$ cat src/hw/rtl/pmd_pkg.sv
// ----------------------------------------------------------------------------
// pmd_pkg
// Shared constants, controller states and the command and status bundles
// for the dense minimum spanning tree block.
// ----------------------------------------------------------------------------
package pmd_pkg;

  localparam int MAX_VERTICES_DEF = 32;
  localparam int WEIGHT_BITS_DEF  = 16;
  localparam int VERT_W           = 6;
  localparam int CFG_W            = 6;

  typedef enum logic [3:0] {
    ST_CLEAR,
    ST_IDLE,
    ST_LD_READ,
    ST_LD_WR1,
    ST_LD_WR2,
    ST_INIT,
    ST_SWEEP,
    ST_SWEEP_DRAIN,
    ST_ROUND_END,
    ST_EMIT,
    ST_EMIT_DRAIN
  } state_t;

  typedef struct packed {
    logic accept;
    logic ld_wr1;
    logic ld_wr2;
    logic prim_init;
    logic scan_issue;
    logic emit_issue;
    logic next_round;
    logic emit_start;
    logic clear_start;
    logic clear_step;
  } cmd_t;

  typedef struct packed {
    logic n_one;
    logic scan_last;
    logic found;
    logic rnd_last;
    logic clr_last;
  } sts_t;

endpackage

$ cat src/hw/rtl/pmd_ctrl.sv
// ----------------------------------------------------------------------------
// pmd_ctrl
// Sequencer: edge load, prim sweeps, result emission and store clearing.
// ----------------------------------------------------------------------------
module pmd_ctrl (
  input  logic           clk,
  input  logic           rst_n,
  input  logic           start,
  input  logic           in_last_edge,
  input  pmd_pkg::sts_t  sts,
  output logic           busy,
  output pmd_pkg::cmd_t  cmd
);

  pmd_pkg::state_t st_r;
  pmd_pkg::state_t st_nxt;
  logic            last_r;
  logic            last_nxt;

  always_comb begin
    st_nxt   = st_r;
    last_nxt = last_r;
    case (st_r)
      pmd_pkg::ST_CLEAR: begin
        if (sts.clr_last) st_nxt = pmd_pkg::ST_IDLE;
      end
      pmd_pkg::ST_IDLE: begin
        if (start) begin
          st_nxt   = pmd_pkg::ST_LD_READ;
          last_nxt = in_last_edge;
        end
      end
      pmd_pkg::ST_LD_READ: st_nxt = pmd_pkg::ST_LD_WR1;
      pmd_pkg::ST_LD_WR1:  st_nxt = pmd_pkg::ST_LD_WR2;
      pmd_pkg::ST_LD_WR2: begin
        st_nxt = last_r ? pmd_pkg::ST_INIT : pmd_pkg::ST_IDLE;
      end
      pmd_pkg::ST_INIT: begin
        st_nxt = sts.n_one ? pmd_pkg::ST_CLEAR : pmd_pkg::ST_SWEEP;
      end
      pmd_pkg::ST_SWEEP: begin
        if (sts.scan_last) st_nxt = pmd_pkg::ST_SWEEP_DRAIN;
      end
      pmd_pkg::ST_SWEEP_DRAIN: st_nxt = pmd_pkg::ST_ROUND_END;
      pmd_pkg::ST_ROUND_END: begin
        st_nxt = (sts.found && !sts.rnd_last) ? pmd_pkg::ST_SWEEP : pmd_pkg::ST_EMIT;
      end
      pmd_pkg::ST_EMIT: begin
        if (sts.scan_last) st_nxt = pmd_pkg::ST_EMIT_DRAIN;
      end
      pmd_pkg::ST_EMIT_DRAIN: st_nxt = pmd_pkg::ST_CLEAR;
      default: st_nxt = pmd_pkg::ST_CLEAR;
    endcase
  end

  always_comb begin
    cmd  = '0;
    busy = 1'b1;
    case (st_r)
      pmd_pkg::ST_CLEAR: cmd.clear_step = 1'b1;
      pmd_pkg::ST_IDLE: begin
        busy       = 1'b0;
        cmd.accept = start;
      end
      pmd_pkg::ST_LD_READ: ;
      pmd_pkg::ST_LD_WR1: cmd.ld_wr1 = 1'b1;
      pmd_pkg::ST_LD_WR2: cmd.ld_wr2 = 1'b1;
      pmd_pkg::ST_INIT: begin
        cmd.prim_init   = 1'b1;
        cmd.clear_start = sts.n_one;
      end
      pmd_pkg::ST_SWEEP: cmd.scan_issue = 1'b1;
      pmd_pkg::ST_SWEEP_DRAIN: ;
      pmd_pkg::ST_ROUND_END: begin
        if (sts.found && !sts.rnd_last) cmd.next_round = 1'b1;
        else cmd.emit_start = 1'b1;
      end
      pmd_pkg::ST_EMIT: cmd.emit_issue = 1'b1;
      pmd_pkg::ST_EMIT_DRAIN: cmd.clear_start = 1'b1;
      default: ;
    endcase
  end

  always_ff @(posedge clk) begin
    if (!rst_n) begin
      st_r   <= pmd_pkg::ST_CLEAR;
      last_r <= 1'b0;
    end else begin
      st_r   <= st_nxt;
      last_r <= last_nxt;
    end
  end

endmodule

$ cat config.mk
export PLATFORM = sky130hd
export DESIGN_NAME = pmd_ctrl
export DESIGN_NICKNAME = d
export VERILOG_FILES = /design/src/hw/rtl/pmd_pkg.sv /design/src/hw/rtl/pmd_ctrl.sv
export SDC_FILE = /design/constraint.sdc
export NUM_CORES = 1
export LEC_CHECK = 0
export BUFFER_PORTS_ARGS = -buffer_cell sky130_fd_sc_hd__buf_2
export CELL_PAD_IN_SITES_DETAIL_PLACEMENT = 0
export CELL_PAD_IN_SITES_GLOBAL_PLACEMENT = 1
export CORE_AREA = 4 4 42 44
export CTS_CLUSTER_DIAMETER = 40
export CTS_CLUSTER_SIZE = 10
export DETAILED_ROUTE_END_ITERATION = 10
export DIE_AREA = 0 0 46 48
export PLACE_DENSITY = 0.8
export RECOVER_POWER = 100
export SLEW_MARGIN = 20
export SYNTH_ARGS = -nofsm -noshare
export SYNTH_HDL_FRONTEND = slang
export SYNTH_SLANG_ARGS = --single-unit
export TNS_END_PERCENT = 100
$ cat constraint.sdc
create_clock -name clk -period 2.65 [get_ports clk]
set_input_delay 0.53 -clock clk [delete_from_list [all_inputs] [get_ports clk]]
set_output_delay 0.53 -clock clk [all_outputs]
set_load 0.005 [all_outputs]
==> results.md <==
* Run status: complete, no violations
* Period Utilization, post-route at 79.1%
* Comb pwr share at 28.2%
* Number of ports placed on the die boundary at 20
* # H-tree levels at 1
* Via density at 5.01
* Vias in the first global route at 405
* Starting DRT DRC Count at 9
* Critical R2R Launch: st_r[3]
* Port-buffer cells at 19
* Count of warnings emitted by yosys at 0
* Worst slew margin at 65.0%
* Number of max-slew violations in the final report at 0
* Buffer type at the clock tree root: sky130_fd_sc_hd__clkbuf_4
* Combined global-route utilization of all metal layers at 10.5%
* Placeable core region at 1440 um2
* Number of clock buffers inserted by TritonCTS at 3
* Post-route setup TNS at 0 ns
* Count of endpoints failing hold in the final timing report at 0
* Unique masters post-synth at 28
* Hold crit path type: register to register
* Total number of vias at 441
* Total congestion overflow at 0
* End of the worst register-to-register path: st_r[1]
* Clock-pin slew reported for the worst setup and hold paths after clock tree synthesis at 0.04 ns
* Internal power summed over all cells at 0.000180 W
* Clock latency of the later-clocked register in the worst-skew pair at 0.23 ns
* Top achievable clock speed at 477 MHz
* Wire length of the first global-routing pass at 1740 um
* Cell area power density at 499 nW/um2
* Worst hold slack at 0.542 ns
* Die extent in y at 48 um
* DP Area at 538 um2
* Weighted congestion reported at the end of routability-driven placement at 0.755
* Number of synthesized register bits at 5
* Critical Path Start Type: register
* Number of buffers inserted to repair setup after CTS at 0
* HPWL after detailed placement at 779 um
* Number of nets with antenna violations after detailed routing at 0
* Arrival time of the worst setup path at 1.57 ns
* Kind of critical path: register to primary output
* Share of total power consumed by net switching at 32.3%
* Maximum net fanout on the critical path at 11
* TritonCTS clock tree: yes
* Total net switching power at 0.0000860 W
* Peak ir drop on the vdd network at 0.152 mV
* Detailed Routing Iterations Pass 1 at 4
* Leakage power total at 0.224 nW
* Diode insertion count for antenna repair at 0
* Die span in x at 46 um
* Routed len/inst at 12.1 um
* Slew at the pin with the worst max-slew slack at 0.518 ns
* Area overhead of the layout relative to synthesis at 16.0%
* Worst Reg-to-Reg Cells at 4
* Count of standard-cell rows at 14
* Starting Density at 32.1%
* Time the final worst path needs with I/O delays and setup at 2.10 ns
* Die Outline Area at 2210 um2
* Post-synthesis instance total at 53
* Synthesized net count at 62
* Required arrival time at the worst endpoint at 2.12 ns
* Maximum buffer depth of the clock tree at 2
* Fraction of power consumed by the clock network at 31.7%
* Final design utilization at 37.2%
* Reg2Reg Setup Slack at 1.10 ns
* Largest net degree at the start of global routing at 17
* Hold buffer count at cts at 0
* Cells on Worst Hold Path at 2
* Clock sink count at 5
* Setup clock skew after layout at 0.00355 ns
* Startpoint of the most critical hold path: last_r
* Number of antenna violations at the first check in global routing at 0
* Final routed wirelength across all metal layers at 1070 um
* Post-cts resize count at 0
* Element type at the critical path end: primary output
* Share of total power in sequential cells at 40.1%
* Proportion of layout cells with a drive suffix above 1 at 29.2%
* Final Instance Area at 534 um2
* Remaining routing DRC violations at 0
* Worst-case hold path end point: last_r
* Total power draw at 0.000266 W
* Setup Viol. Count Final at 0
* Cell area after technology mapping at 460 um2
* Setup repair after global routing missed its margin: no
* Register area share after synthesis at 21.7%
* Max capacitance violation total at 0
* Final Net Count at 82
* Syn avg cell area at 8.69 um2
## power by group through the flow
stage / registers, W / logic [W] / clock network, W
after floorplan: 0.0000915 / 0.0000782 / 0
after global placement: 0.000111 / 0.0000781 / 0
after detailed placement: 0.000111 / 0.0000789 / 0
after CTS: 0.000110 / 0.0000792 / 0.0000871
after global routing: 0.000110 / 0.0000848 / 0.0000892
final: 0.000107 / 0.0000751 / 0.0000844
## cell usage after synthesis
cell	count	area share, %
sky130_fd_sc_hd__and3_1	1	1.4
sky130_fd_sc_hd__nor4_4	1	4.6
sky130_fd_sc_hd__and3_2	1	1.6
sky130_fd_sc_hd__and2b_1	1	1.6
sky130_fd_sc_hd__o21ai_1	2	2.2
sky130_fd_sc_hd__o31ai_2	1	2.7
sky130_fd_sc_hd__and4bb_1	2	5.4
sky130_fd_sc_hd__buf_6	2	4.9
sky130_fd_sc_hd__o21ai_2	1	1.9
sky130_fd_sc_hd__o31a_1	1	1.9
sky130_fd_sc_hd__dfxtp_1	5	22
sky130_fd_sc_hd__o21ai_0	2	2.2
sky130_fd_sc_hd__nor2_1	3	2.4
sky130_fd_sc_hd__and2_1	1	1.4
sky130_fd_sc_hd__nor2_2	2	2.7
sky130_fd_sc_hd__buf_4	2	3.3
sky130_fd_sc_hd__nor2b_1	5	6.8
sky130_fd_sc_hd__nor4b_2	1	3.3
sky130_fd_sc_hd__nand2b_1	2	2.7
sky130_fd_sc_hd__a32o_1	1	2.2
sky130_fd_sc_hd__nand3b_1	2	3.3
sky130_fd_sc_hd__inv_1	1	0.81
sky130_fd_sc_hd__nor4_1	1	1.4
sky130_fd_sc_hd__a311oi_1	1	1.9
sky130_fd_sc_hd__a21oi_1	2	2.2
sky130_fd_sc_hd__nor3b_1	1	1.6
sky130_fd_sc_hd__mux2i_1	4	8.7
sky130_fd_sc_hd__nand2_1	4	3.3
## layout by cell type, fill, tap and decap left out, types with 2 or more instances in the layout
master,instances
sky130_fd_sc_hd__dfxtp_1,5
sky130_fd_sc_hd__mux2i_1,4
sky130_fd_sc_hd__nor2_1,4
sky130_fd_sc_hd__nand2b_1,2
sky130_fd_sc_hd__nand3b_1,2
sky130_fd_sc_hd__and4bb_1,2
sky130_fd_sc_hd__a21oi_1,2
sky130_fd_sc_hd__nor4_1,2
sky130_fd_sc_hd__o21ai_0,3
sky130_fd_sc_hd__nor2b_1,5
sky130_fd_sc_hd__clkbuf_4,3
sky130_fd_sc_hd__clkbuf_1,6
sky130_fd_sc_hd__nand2_1,4
sky130_fd_sc_hd__buf_2,14
## kinds of logic (layout without fill, tap and decap cells)
group	Yosys count	count (layout)	share of synthesized area, %
AND/OR/NAND/NOR	28	28	43.5
buffers and inverters	5	24	8.97
multiplexers	4	4	8.70
flip-flops	5	5	21.7
AO/OA/AOI/OAI	11	11	17.1
## worst max-delay path, cell delays in order (launching register included)
cell,delay [ns]
sky130_fd_sc_hd__dfxtp_1,0.51
sky130_fd_sc_hd__nand2b_1,0.17
sky130_fd_sc_hd__nor4b_1,0.48
sky130_fd_sc_hd__clkbuf_1,0.17
## metal layers
metal  wire (um)  global-route usage, %
met1         499                   14.1
met2         499                   17.6
met3          70                      0
met4           0                   5.11
met5           0                      0
## flip-flops by register name, indices dropped and copies added (netlist names)
name	count
st_r	4
last_r	1
## worst max-delay path by stage
stage | start | end | cells after the start
final | st_r[3] | cmd[3] | 3
after global routing | st_r[3] | cmd[3] | 3
after CTS | st_r[0] | cmd[9] | 3
after detailed placement | sts[1] | cmd[3] | 4
after global placement | sts[1] | cmd[3] | 4
after floorplan | sts[1] | cmd[3] | 2
## final cells by class
cell class | instances | area, um2
Clock buffer | 4 | 26.3
Fill cell | 163 | 902
Inverter | 1 | 3.75
Multi-Input combinational cell | 43 | 295
Sequential cell | 5 | 100
Tap cell | 16 | 20.0
Timing Repair Buffer | 19 | 88.8
## through the flow
step	setup slack, ns	instances
floorplan	1.07	53
global placement	0.795	84
detailed placement	0.748	84
CTS	0.589	88
global route	0.350	88
finish	0.554	88
No activity file was read; power rests on OpenSTA's default activity.
